## src/rtl/fat_chain_allocator_unit_assert.svh

```systemverilog
// Assertion macros for the allocation table unit.
`ifndef FAT_CHAIN_ALLOCATOR_UNIT_ASSERT_SVH
`define FAT_CHAIN_ALLOCATOR_UNIT_ASSERT_SVH
// implication checked every clock, disabled in reset
`define FCA_ASSERT_IMP(label, ante, cons) \
  label: assert property (@(posedge clk) disable iff (rst) (ante) |-> (cons)) \
    else $error("assertion failed");
// next-cycle implication
`define FCA_ASSERT_NXT(label, ante, cons) \
  label: assert property (@(posedge clk) disable iff (rst) (ante) |=> (cons)) \
    else $error("assertion failed");
`endif

```

## src/rtl/fca_pkg.sv

```systemverilog
// Package: types, codes and constants of the allocation table unit.
package fca_pkg;
  localparam int TableEntries = 1024;
  localparam int BlockBytes   = 512;
  localparam int IdxW  = $clog2(TableEntries);
  localparam int CntW  = IdxW + 1;
  localparam int BlkSh = $clog2(BlockBytes);
  localparam int LenW  = 20;

  localparam logic [2:0] CMD_ALLOC    = 3'd0;
  localparam logic [2:0] CMD_APPEND   = 3'd1;
  localparam logic [2:0] CMD_FREE     = 3'd2;
  localparam logic [2:0] CMD_TRUNCATE = 3'd3;
  localparam logic [2:0] CMD_LOAD     = 3'd4;
  localparam logic [2:0] CMD_READ     = 3'd5;

  localparam logic [1:0] ST_OK     = 2'd0;
  localparam logic [1:0] ST_NOFREE = 2'd1;
  localparam logic [1:0] ST_BROKEN = 2'd2;
  localparam logic [1:0] ST_BADLEN = 2'd3;

  typedef struct packed {
    logic [2:0]      cmd;
    logic [9:0]      head;
    logic [9:0]      count;
    logic [LenW-1:0] new_length;
    logic [LenW-1:0] old_length;
    logic            entry_used;
    logic            entry_eof;
    logic [9:0]      entry_next;
  } fca_in_t;

  typedef struct packed {
    logic [1:0]      status;
    logic [9:0]      index;
    logic [LenW-1:0] length_out;
    logic [10:0]     freed_count;
    logic            used_out;
    logic            eof_out;
    logic [9:0]      next_out;
  } fca_out_t;

  // classified word handed from front to back
  typedef struct packed {
    fca_in_t          word;
    logic             trivial;   // result known without table access
    logic [1:0]       t_status;
    logic [LenW-1:0]  t_length;
    logic [CntW-1:0]  keep;      // blocks kept by truncate
  } fca_job_t;

  function automatic logic [CntW-1:0] blocks_of(input logic [LenW-1:0] len);
    logic [LenW-1:0] q;
    begin
      q = (len - LenW'(1)) >> BlkSh;
      if (len == '0) blocks_of = CntW'(1);
      else blocks_of = CntW'(q + LenW'(1));
    end
  endfunction
endpackage

```

## src/rtl/fca_front.sv

```systemverilog
// Front end: accepts commands, classifies them, two-entry queue to the back end.
module fca_front import fca_pkg::*; (
  input  logic     clk,
  input  logic     rst,
  input  logic     in_valid,
  input  fca_in_t  in_word,
  output logic     in_ready,
  output logic     q_valid,
  output fca_job_t q_job,
  input  logic     q_take
);
  fca_job_t        q_mem [2];
  logic            wr_ptr, rd_ptr;
  logic [1:0]      fill;
  fca_job_t        job;
  logic [CntW-1:0] kb, ob;

  always_comb begin
    kb = blocks_of(in_word.new_length);
    ob = blocks_of(in_word.old_length);
    job = '0;
    job.word = in_word;
    job.keep = kb;
    job.t_status = ST_OK;
    case (in_word.cmd)
      CMD_APPEND: job.trivial = (in_word.count == '0);
      CMD_TRUNCATE: begin
        if (in_word.new_length > in_word.old_length) begin
          job.trivial = 1'b1;
          job.t_status = ST_BADLEN;
          job.t_length = in_word.old_length;
        end else if (kb == ob) begin
          job.trivial = 1'b1;
          job.t_length = in_word.new_length;
        end
      end
      CMD_ALLOC, CMD_FREE, CMD_LOAD, CMD_READ: job.trivial = 1'b0;
      default: job.trivial = 1'b1;
    endcase
  end

  assign in_ready = (fill != 2'd2);
  assign q_valid  = (fill != 2'd0);
  assign q_job    = q_mem[rd_ptr];

  always_ff @(posedge clk) begin
    if (in_valid && in_ready) q_mem[wr_ptr] <= job;
    if (rst) begin
      wr_ptr <= 1'b0;
      rd_ptr <= 1'b0;
      fill   <= 2'd0;
    end else begin
      if (in_valid && in_ready) wr_ptr <= ~wr_ptr;
      if (q_take) rd_ptr <= ~rd_ptr;
      fill <= fill + 2'(in_valid && in_ready) - 2'(q_take);
    end
  end
endmodule

```

## config.mk

```make
export PLATFORM = sky130hd
export DESIGN_NAME = fca_front
export DESIGN_NICKNAME = d
export VERILOG_FILES = /design/src/rtl/fat_chain_allocator_unit_assert.svh /design/src/rtl/fca_pkg.sv /design/src/rtl/fca_front.sv
export SDC_FILE = /design/constraint.sdc
export NUM_CORES = 1
export LEC_CHECK = 0
export BUFFER_PORTS_ARGS = -buffer_cell sky130_fd_sc_hd__buf_2
export CAP_MARGIN = 20
export CORE_MARGIN = 5
export CORE_UTILIZATION = 55
export DETAILED_ROUTE_END_ITERATION = 10
export PLACE_DENSITY = 0.79
export SLEW_MARGIN = 5
export SYNTH_ARGS = -nofsm -noshare
export SYNTH_HDL_FRONTEND = slang
export SYNTH_SLANG_ARGS = --single-unit
```

## constraint.sdc

```tcl
create_clock -name clk -period 7.95 [get_ports clk]
set_input_delay 1.59 -clock clk [delete_from_list [all_inputs] [get_ports clk]]
set_output_delay 1.59 -clock clk [all_outputs]
set_load 0.02 [all_outputs]
```

# ---- After elaboration in Yosys (flattened, before gate mapping)
# Memories as Yosys holds them, arrays and structs flattened. A register that Yosys moved wholly into a read port is not among the register bits.
# Index checks and enable logic that the tools add are counted.
dict set report op_classes {
  eq_ne 7
  n_reduce_logical 7
  n_addsub 6
  n_bitwise 2
  muxes 13
  order_cmp 1
}
# operator n
set ops {}
lappend ops {{zero test 20 bit} 2}
lappend ops {{2-to-1 mux 20 bit} 2}
lappend ops {{subtractor 20 x 1 -> 20 bit (second input constant)} 2}
lappend ops {{adder 11 x 1 -> 11 bit (second input constant)} 2}
lappend ops {{2-to-1 mux 11 bit} 2}
lappend ops {{2-to-1 mux 22 bit} 1}
lappend ops {{greater-than comparator 20 bit} 1}
lappend ops {{== test 11 bit} 1}
lappend ops {{zero test 10 bit} 1}
lappend ops {{== test 3 x 2 -> 1 bit (second input constant)} 2}
lappend ops {{== test 3 bit (second input constant)} 2}
lappend ops {{2-to-1 mux 1 bit} 6}
lappend ops {{OR reduction 4 bit} 1}
lappend ops {{== test 3 x 1 -> 1 bit (second input constant)} 1}
lappend ops {{zero test 3 bit} 1}
lappend ops {{case mux 1 bit (3 select lines)} 1}
lappend ops {{adder 2 x 1 -> 2 bit} 1}
lappend ops {{2-to-1 mux 2 bit} 1}
lappend ops {{inequality test 2 bit (second input constant)} 1}
lappend ops {{NOT 1 bit} 2}
lappend ops {{nonzero test 2 bit} 1}
lappend ops {{subtractor 2 x 1 -> 2 bit} 1}
lappend ops {{logical AND 1 bit} 1}
dict set report word_totals {
  ff_bits 4
  memories 1
  word_cells 40
  ramBits 218
}
# name words width rd rd_ports_with_merged_regs wr line_no
set mem_list {}
lappend mem_list {q_mem 2 109 1 1 1 fca_front.sv:12} ;# fca_job_t q_mem [2];

# ---- Logic depth before layout (Yosys ltp)
# Gate-level depths: netlist of run 1.
dict set report logic_depth {
  word_depth 7
  mapped_depth 14
  depth_no_buf 13
}

# ---- Worst setup path after synthesis of run 1
# No wires, ideal clock.
dict set report synth_path {
  path_type {input to register}
  startpoint {input in_valid}
  endpoint {memory q_mem[0][0] (netlist bit) (enable)}
  cell_stages 2
  setup_time_ns 0.576
  arrival_time_ns 6.181
  t_required_ns 7.374
  path_slack_ns 1.192
  cell_sequence {nand2_1 -> nor2_1}
}
dict set report synth_via {
  elab_chain_cells 3
}
# item line_no
set synth_lines {}
lappend synth_lines {{from (decl)} fca_front.sv:5} ;# input logic in_valid,
lappend synth_lines {{logical AND 1 bit} fca_front.sv:47} ;# if (in_valid && in_ready) q_mem[wr_ptr] <= job;
lappend synth_lines {{2-to-1 mux 1 bit} fca_front.sv:47}
lappend synth_lines {{2-to-1 mux 1 bit (not written as such)} fca_front.sv:47}
lappend synth_lines {{to (decl)} fca_front.sv:12}
# Every way passes these cells.

==> metrics, run 1 <==
fraction of registers with async set/reset 0%; Reg2Reg Setup Slack 5.33 ns; final instance area 0.0120 mm2; vias in the first global route 6553; RSZ-0062 raised after global routing no; combinational share of power 21.4%; Syn Inst Count 645; Post-CTS Setup Inserts 0; worst IR drop on VDD 0.000240 V; Slew Limit Fails 0; fillers 1303; Netlist cell types 69; CTS H-tree lvls 1; GR Layer Usage met1 26.6%; Final nets 942; setup TNS 0 ns; power share of the sequential group 47.1%; leakage 4.52 nW; Final period util 67.4%; CTS max path bufs 3; HP Class flip-flop to flip-flop; worst hold path cell count 2; Buf+Inv Stages, Crit Path 1; Die Footprint 0.0211 mm2; largest net degree at the start of global routing 85; clk root buf clkbuf_16; Final Hold Viols 0; Vias 6325; Synth Flop Type edfxtp_1; Via density 5.83; final worst setup slack 2.59 ns; critical path launch point type input port; GRT busiest layer met2; Post-DP Area 0.0112 mm2; Post-CTS Hold Buffers 0; Overflow after GRT 0; Synthesized Nets 748; power per cell area 272 mW/mm2; R2R Path Start fill[0]; routed len/inst 20.9 um; clock-pin transition on the worst setup and hold timing paths 0.06 ns; number of clock sinks 221; drt total wl 22600 um; # diodes 0; min Tclk post-route 5.36 ns; Seq/Total Area, Yosys 65.4%; Power Total 0.00327 W; Max Freq 187 MHz; buffers added on ports 189; status finished, final reports clean; FF+latch count, synth 221; TritonCTS clock tree done; Resize count post-CTS 0; critical path's top delay family simple AND/OR/NAND/NOR gates; CP max-delay cell nand4_2; core area 0.0180 mm2; CP required 8.26 ns; Clk pwr share 31.5%; Routability Congestion 0.856; Worst setup EP type flip-flop; clk_lat worst skew 0.50 ns; Place WS 2.12 ns; DP Wirelength 15900 um; die height 145 um; Final Non-Filler Cells 1085; type of the worst setup path input port to flip-flop; cts bufs inserted 23; Max-Cap Viols 0; total iterations of the first detailed-routing run 4; placed insts 1041; Critical Path Max Stage Delay 0.80 ns; warnings from Yosys 0; worst r2r dst q_mem[0][33]; mean post-synth cell area 15.6 um2; Psw 0.000909 W; beginning of the worst hold path rd_ptr; crit path cell chain buf_2, or4_4, o31a_1, or2_2, ha_1, nor2_1, nand2_1, or3_1, a211o_1, o211ai_1, nor4b_4, nand4_2, a21oi_1; Hold Crit Endpoint rd_ptr; Synth area leader edfxtp_1; # DRC 0; I/O pin total 190; global-route wire length before repair 35700 um; post-synth top area share 64.5%; Initial Util 56.0%; clock skew 0.00693 ns; die width 145 um; switch share 27.8%; initial antenna violation count 0; setup violators final 0; Rel. slew slack 33.3%; post-synthesis cell area 0.0101 mm2; initial detailed-routing violation count 360; worst slew pin tran 0.998 ns; num rows 49; Worst Path Max Fanout 21; share of cells above drive strength 1 44.7%; routing usage on met2 36.4%; cell-internal power 0.00236 W; Global Route Usage Sum 20.8%; Synth-to-Final Area Change 19.4%; Arr. time, crit path 5.67 ns; top cells by area, synth edfxtp_1 64%, mux2_2 12%, ha_1 3.0%; R2R cell count 5; grt met3 use 4.33%; Post-synth EDFFs 216; Antenna Nets Post-Route 0
[state kept, by name (all words and copies together), names as in the netlist, named ones only]
register,flops
q_mem,216
wr_ptr,1
fill,2
rd_ptr,1
[cell usage in the layout, fill, tap and decap left out, types with 11 or more instances in the layout]
cell type and n:
nand3_1 16, clkbuf_16 23, a21oi_1 12, ha_1 24, nand4_1 11, inv_1 23
nand2_1 25, nor2_1 15, mux2i_1 13, buf_2 189, edfxtp_1 216, mux2_2 108
[worst min-delay path: stages, from the launching register on]
cell and delay [ns]:
dfxtp_1 0.32, xnor2_1 0.08, nor2_1 0.08
[power groups by stage]
stage               combinational (W)  sequential, W  clock (W)
floorplan                    0.000458        0.00157          0
global placement             0.000678        0.00155          0
detailed placement           0.000700        0.00157          0
CTS                          0.000704        0.00154    0.00105
global route                 0.000751        0.00156    0.00110
finish                       0.000699        0.00154    0.00103
[cell type report]
| class | instances | area, um2 | area share (%) |
|---|---|---|---|
| clock buffers | 32 | 629 | 5.24 |
| clock inverters | 10 | 104 | 0.864 |
| inverters | 26 | 98.8 | 0.822 |
| multi-input cells | 372 | 3270 | 27.2 |
| flip-flops and latches | 221 | 6590 | 54.8 |
| well taps | 229 | 287 | 2.38 |
| repair buffers | 195 | 1040 | 8.62 |
[through the flow]
stage                     hold slack (ns)  utilization (%)
final                               0.515             66.9
after global routing                0.575             66.9
after CTS                           0.522             66.6
after detailed placement            0.504             62.6
after global placement              0.495             62.4
after floorplan                     0.480                -
[how the worst max path moves through the flow]
stage,from,endpoint,slack (ns),cells past startpoint
2_1_floorplan,in_valid,q_mem[0][0],1.19,2
3_3_place_gp,in_word[36],q_mem[0][11],2.22,13
3_5_place_dp,in_word[36],q_mem[0][11],2.12,13
4_1_cts,in_word[36],q_mem[0][11],2.62,13
5_1_grt,in_word[36],q_mem[0][26],2.30,14
6_report,in_word[36],q_mem[0][11],2.59,13
[synthesized netlist by cell type, drive strengths merged (4+ instances only)]
| master | number |
|---|---|
| mux2 | 108 |
| ha | 24 |
| or2 | 6 |
| o211ai | 5 |
| nor2 | 16 |
| xor2 | 8 |
| nor3 | 6 |
| dfxtp | 5 |
| nor4 | 13 |
| nand3 | 17 |
| nand2 | 25 |
| o22ai | 11 |
| xnor2 | 10 |
| a21oi | 22 |
| buf | 8 |
| mux2i | 13 |
| or4 | 8 |
| clkbuf | 18 |
| or3 | 6 |
| o21ai | 11 |
| inv | 25 |
| a31oi | 4 |
| nand4 | 12 |
| and3 | 6 |
| edfxtp | 216 |
[cell families after synthesis]
group	synth area share (%)
buffers and inverters	2.19
multiplexers	13.4
adder cells (fa/ha/maj)	2.98
flip-flops	65.4
AND/OR/NAND/NOR	8.09
AO/OA/AOI/OAI	6.04
XOR/XNOR	1.86
[layer usage]
| metal | vias to the layer above | wire (um) |
|---|---|---|
| li1 | 2919 | - |
| met2 | 269 | 11600 |
| met3 | 41 | 1580 |
| met5 | - | 0 |
| met1 | 3096 | 8960 |
| met4 | 0 | 523 |
Note: power is estimated with default switching activity, not from simulation.
==> inputs of run 2 (changes only) <==
Settings changed: CORE_UTILIZATION 55 to 50, PLACE_DENSITY 0.79 to 0.76.
Clock period 7.95 ns to 4.33 ns, I/O delays scaled along.
==> run 2 against run 1 <==
Cell area is 1.6% higher. Hold slack got worse by 0.0051 ns. Count of clock-buffer cells in the layout shrank 4. Register-to-register slack worse by 3.0 ns. Cell count rose by 5.6%. Critical endpoint is now q_mem[1][33].
==> metrics, run 2 (synthesis gave the netlist of run 1 again) <==
status finished, final reports clean (unchanged); largest net degree at the start of global routing 64 (was 85); Resize count post-CTS 0 (unchanged); Via density 5.53 (was 5.83); worst slew pin tran 0.778 ns (was 0.998 ns); number of clock sinks 221 (unchanged); Antenna Nets Post-Route 0 (unchanged); # DRC 0 (unchanged); power per cell area 490 mW/mm2 (was 272 mW/mm2); Most flops, register q_mem (unchanged); R2R cell count 3 (was 5); most common cell after layout, fill and taps aside edfxtp_1 (unchanged); Critical Path Max Stage Delay 0.55 ns (was 0.80 ns); core area 0.0197 mm2 (was 0.0180 mm2); cell-internal power 0.00431 W (was 0.00236 W); TritonCTS clock tree done (unchanged); hold slack 0.510 ns (was 0.515 ns); type of the worst setup path input port to flip-flop (unchanged); drt total wl 22900 um (was 22600 um); routed len/inst 20.0 um (was 20.9 um); I/O pin total 190 (unchanged); leakage 4.62 nW (was 4.52 nW); clk root buf clkbuf_16 (unchanged); Final nets 966 (was 942); Vias 6336 (was 6325); worst hold path cell count 2 (unchanged); Die Footprint 0.0231 mm2 (was 0.0211 mm2); Synth-to-Final Area Change 21.3% (was 19.4%); initial detailed-routing violation count 294 (was 360); Overflow after GRT 0 (unchanged); CP required 4.53 ns (was 8.26 ns); global-route wire length before repair 36000 um (was 35700 um); biggest regs q_mem (216), fill (2) (unchanged); Initial Util 51.2% (was 56.0%); beginning of the worst hold path rd_ptr (unchanged); num rows 51 (was 49); Post-CTS Setup Inserts 0 (unchanged); Post-CTS Hold Buffers 0 (unchanged); Slew Limit Fails 0 (unchanged); worst IR drop on VDD 0.000387 V (was 0.000240 V); Max-Cap Viols 0 (unchanged); final worst setup slack 0.388 ns (was 2.59 ns); Rel. slew slack 48.0% (was 33.3%); die width 152 um (was 145 um); initial antenna violation count 0 (unchanged); critical path launch point type input port (unchanged); switch share 27.9% (was 27.8%); Power Total 0.00598 W (was 0.00327 W); clock skew 0.0169 ns (was 0.00693 ns); CTS max path bufs 3 (unchanged); clk_lat worst skew 0.51 ns (was 0.50 ns); Crit. Startpoint in_word[36] (unchanged); cts bufs inserted 24 (was 23); die height 152 um (was 145 um); Worst setup EP type flip-flop (unchanged); Clk pwr share 31.1% (was 31.5%); Final period util 91.0%; Final Hold Viols 0 (unchanged); Max Freq 254 MHz; Worst Path Max Fanout 14 (was 21); buffers added on ports 189 (unchanged); fin util 62.1% (was 66.9%); max reg flops 216 (unchanged); share of cells above drive strength 1 45.9% (was 44.7%); Routability Congestion 0.873 (was 0.856); Psw 0.00167 W (was 0.000909 W); combinational share of power 21.7% (was 21.4%); Post-DP Area 0.0115 mm2 (was 0.0112 mm2); setup violators final 0 (unchanged); Arr. time, crit path 4.14 ns (was 5.67 ns); R2R Path Start fill[0] (unchanged); final instance area 0.0122 mm2 (was 0.0120 mm2); Place WS -0.132 ns (was 2.12 ns); CTS H-tree lvls 1 (unchanged); CP max-delay cell or4_4 (was nand4_2); DP Wirelength 16400 um (was 15900 um); most frequent cells in the layout 216 x edfxtp_1, 189 x buf_2, 108 x mux2_2, 27 x buf_4 (was 216 x edfxtp_1, 189 x buf_2, 108 x mux2_2, 25 x nand2_1, 24 x ha_1); min Tclk post-route 3.94 ns; clock-pin transition on the worst setup and hold timing paths 0.05 ns (was 0.06 ns); vias in the first global route 6462 (was 6553); power share of the sequential group 47.3% (was 47.1%); Global Route Usage Sum 19.2% (was 20.8%); total iterations of the first detailed-routing run 4 (unchanged); crit path cell chain buf_2, or4_4, o31a_1, or2_2, ha_1, nor2_1, nand2_1, or3_1, a211o_1, a211oi_1, nor4b_4, nand4_2, buf_12, nand3_1 (was buf_2, or4_4, o31a_1, or2_2, ha_1, nor2_1, nand2_1, or3_1, a211o_1, o211ai_1, nor4b_4, nand4_2, a21oi_1); RSZ-0062 raised after global routing no (unchanged); HP Class flip-flop to flip-flop (unchanged)
## run 2: cell types whose count changed in the layout (fill, tap and decap cells not counted)
| cell | before | now |
|---|---|---|
| buf_16 | 1 | 0 |
| clkbuf_8 | 2 | 0 |
| clkbuf_16 | 23 | 25 |
| clkinv_4 | 1 | 0 |
| clkinvlp_4 | 0 | 1 |
| clkbuf_1 | 7 | 3 |
| inv_6 | 1 | 0 |
| bufinv_16 | 2 | 1 |
| clkinv_1 | 3 | 10 |
| diode_2 | 0 | 1 |
| buf_4 | 3 | 27 |
## run 2: worst max-delay path: cells and delay by family
family / cells / cell delay, ns
and+or+nand+nor: 8 / 1.74
buffers and inverters: 2 / 0.29
adders and majority gates: 1 / 0.23
AOI/OAI and AO/OA: 3 / 1.00
## run 2: power by group through the flow
stage	clock (W)	combinational (W)	sequential, W
6_report	0.00186	0.00130	0.00283
5_1_grt	0.00200	0.00139	0.00285
4_1_cts	0.00190	0.00132	0.00283
3_5_place_dp	0	0.00131	0.00288
3_3_place_gp	0	0.00130	0.00286
2_1_floorplan	0	0.000842	0.00287
## run 2: area by class of cell
cell class,count,area [um2]
diodes,1,2.50
clock buffers,28,637
clock inverters,15,90.1
fillers,1574,7440
inverters,26,98.8
multi-input cells,372,3270
flip-flops and latches,221,6590
well taps,265,332
repair buffers,218,1190
## run 2: metrics by stage
step | instances | setup TNS [ns]
floorplan | 645 | 0
global placement | 1102 | -1.03
detailed placement | 1102 | -3.43
CTS | 1145 | 0
global route | 1145 | 0
finish | 1146 | 0
## run 2: worst paths after layout
| kind | end | slack [ns] |
|---|---|---|
| max | q_mem[1][33] | 0.39 |
| min | flip-flop | 0.51 |
| max reg2reg | q_mem[1][12] | 2.33 |
| min reg2reg | flip-flop | 0.51 |
## run 2: per-layer routing
layer | part of all wire [%] | up-vias | track usage [%]
met5 | 0 | - | 0
met4 | 2.2 | 0 | 4.49
met3 | 6.8 | 38 | 4.17
met2 | 48 | 216 | 32.5
met1 | 42 | 3099 | 25.6
li1 | - | 2983 | -
==> inputs of run 3 (changes only) <==
Settings changed: GPL_ROUTABILITY_DRIVEN set to 0, MAX_ROUTING_LAYER set to met4.
==> run 3 against run 2 <==
Count of clock-buffer cells in the layout did not move. Combinational power barely moved. First-iteration DRC count grew 6.8%. Register-to-register slack about the same. Clock power is 5% higher. Hold slack gained 0.0017 ns. Routed wire length shrank 2.4%. Sequential power is essentially flat. Global-route usage rose by 0.069 points. Highest routed layer unchanged.
==> metrics, run 3 (synthesis gave the netlist of run 1 again) <==
status finished, final reports clean (unchanged); die height 152 um (unchanged); TritonCTS clock tree done (unchanged); beginning of the worst hold path rd_ptr (unchanged); min Tclk post-route 3.94 ns (about the same); Post-CTS Setup Inserts 0 (unchanged); most frequent cells in the layout 216 x edfxtp_1, 189 x buf_2, 108 x mux2_2, 25 x nand2_1 (was 216 x edfxtp_1, 189 x buf_2, 108 x mux2_2, 27 x buf_4); Initial Util 51.2% (unchanged); Arr. time, crit path 4.17 ns (was 4.14 ns); Max Freq 254 MHz (about the same); cts bufs inserted 24 (unchanged); Global Route Usage Sum 19.3% (was 19.2%); grt met3 use 4.15% (was 4.17%); Crit. Startpoint in_word[36] (unchanged); clk_lat worst skew 0.51 ns (about the same); worst IR drop on VDD 0.000322 V (was 0.000387 V); worst slew pin tran 0.976 ns (was 0.778 ns); num rows 51 (unchanged); routed len/inst 19.6 um (was 20.0 um); GR Layer Usage met1 23.9% (was 25.6%); vias in the first global route 6520 (was 6462); CTS max path bufs 3 (unchanged); type of the worst setup path input port to flip-flop (unchanged); max reg flops 216 (unchanged); Worst setup EP type flip-flop (unchanged); drt total wl 22400 um (was 22900 um); global-route wire length before repair 34900 um (was 36000 um); initial detailed-routing violation count 314 (was 294); die width 152 um (unchanged); most common cell after layout, fill and taps aside edfxtp_1 (unchanged); Slew Limit Fails 0 (unchanged); Most flops, register q_mem (unchanged); clk root buf clkbuf_16 (unchanged); Die Footprint 0.0231 mm2 (unchanged); GRT busiest layer met2 (unchanged); Critical Path Max Stage Delay 0.54 ns (was 0.55 ns); R2R Path Start fill[0] (unchanged); critical path launch point type input port (unchanged); buffers added on ports 189 (unchanged); I/O pin total 190 (unchanged); leakage 4.61 nW (was 4.62 nW); Vias 6318 (was 6336); CP max-delay cell or4_4 (unchanged); HP Class flip-flop to flip-flop (unchanged); number of clock sinks 221 (unchanged); share of cells above drive strength 1 45.5% (was 45.9%); clock-pin transition on the worst setup and hold timing paths 0.06 ns (was 0.05 ns); Post-CTS Hold Buffers 0 (unchanged); biggest regs q_mem (216), fill (2) (unchanged); largest net degree at the start of global routing 72 (was 64); Worst Path Max Fanout 6 (was 14); Final nets 959 (was 966); critical path's top delay family simple AND/OR/NAND/NOR gates (unchanged); power per cell area 496 mW/mm2 (was 490 mW/mm2); Overflow after GRT 0 (unchanged); DP Wirelength 15600 um (was 16400 um); Final Hold Viols 0 (unchanged); Buf+Inv Stages, Crit Path 2 (unchanged); initial antenna violation count 0 (unchanged); Via density 5.55 (was 5.53); clock skew 0.00519 ns (was 0.0169 ns); routing usage on met2 32.2% (was 32.5%); CTS H-tree lvls 1 (unchanged); Resize count post-CTS 0 (unchanged); Max-Cap Viols 0 (unchanged); # DRC 0 (unchanged); # diodes 0 (was 1); CP required 4.56 ns (was 4.53 ns); core area 0.0197 mm2 (unchanged); Synth-to-Final Area Change 21.4% (was 21.3%); Rel. slew slack 34.9% (was 48.0%); Power Total 0.00606 W (was 0.00598 W); crit path cell chain buf_2, or4_4, o31a_1, or2_2, ha_1, nor2_1, nand2_1, or3_1, a211o_1, a211oi_1, nor4b_4, nand4_2, buf_4, o22ai_2 (was buf_2, or4_4, o31a_1, or2_2, ha_1, nor2_1, nand2_1, or3_1, a211o_1, a211oi_1, nor4b_4, nand4_2, buf_12, nand3_1); total iterations of the first detailed-routing run 5 (was 4); RSZ-0062 raised after global routing no (unchanged); fin util 62.1% (about the same); Final period util 91.1% (was 91.0%); setup violators final 0 (unchanged); Antenna Nets Post-Route 0 (unchanged)
[run 3: cell type report]
class	count	area, um2
Sequential cell	221	6590
Timing Repair Buffer	211	1150
Fill cell	1527	7440
Tap cell	265	332
Clock buffer	28	616
Clock inverter	16	155
Inverter	26	98.8
Multi-Input combinational cell	372	3270
[run 3: path summary, 6_finish.rpt]
| path | end | slack (ns) | depth (start not counted) |
|---|---|---|---|
| worst max-delay path | q_mem[1][12] | 0.39 | 14 |
| worst min-delay path | flip-flop | 0.51 | 2 |
| worst max register to register | q_mem[1][16] | 2.32 | 3 |
| worst min register to register | flip-flop | 0.51 | 2 |
[run 3: tightest hold or removal path, cell delays in order, from the launching register on]
cell	delay, ns
dfxtp_1	0.32
xnor2_1	0.09
nor2_1	0.07
[run 3: layer usage]
layer  wire length (um)  part of all wire, %
met1               9320                   42
met2              11000                   49
met3               1430                  6.4
met4                563                  2.5
met5                  0                    0
[run 3: where the power goes]
group / internal (W) / switching [W]
combinational: 0.000455 / 0.000817
sequential: 0.00275 / 0.0000845
clock: 0.00119 / 0.000766
total: 0.00439 / 0.00167
[run 3: metrics by stage]
step / instances / setup WS [ns] / hold slack [ns] / setup TNS, ns / instance area [um2]
floorplan: 645 / 0.116 / 0.480 / 0 / 10100
global placement: 1095 / -0.0312 / 0.492 / -0.381 / 11400
detailed placement: 1095 / -0.110 / 0.498 / -3.27 / 11400
CTS: 1139 / 0.422 / 0.515 / 0 / 12200
global route: 1139 / 0.238 / 0.518 / 0 / 12200
finish: 1139 / 0.386 / 0.512 / 0 / 12200
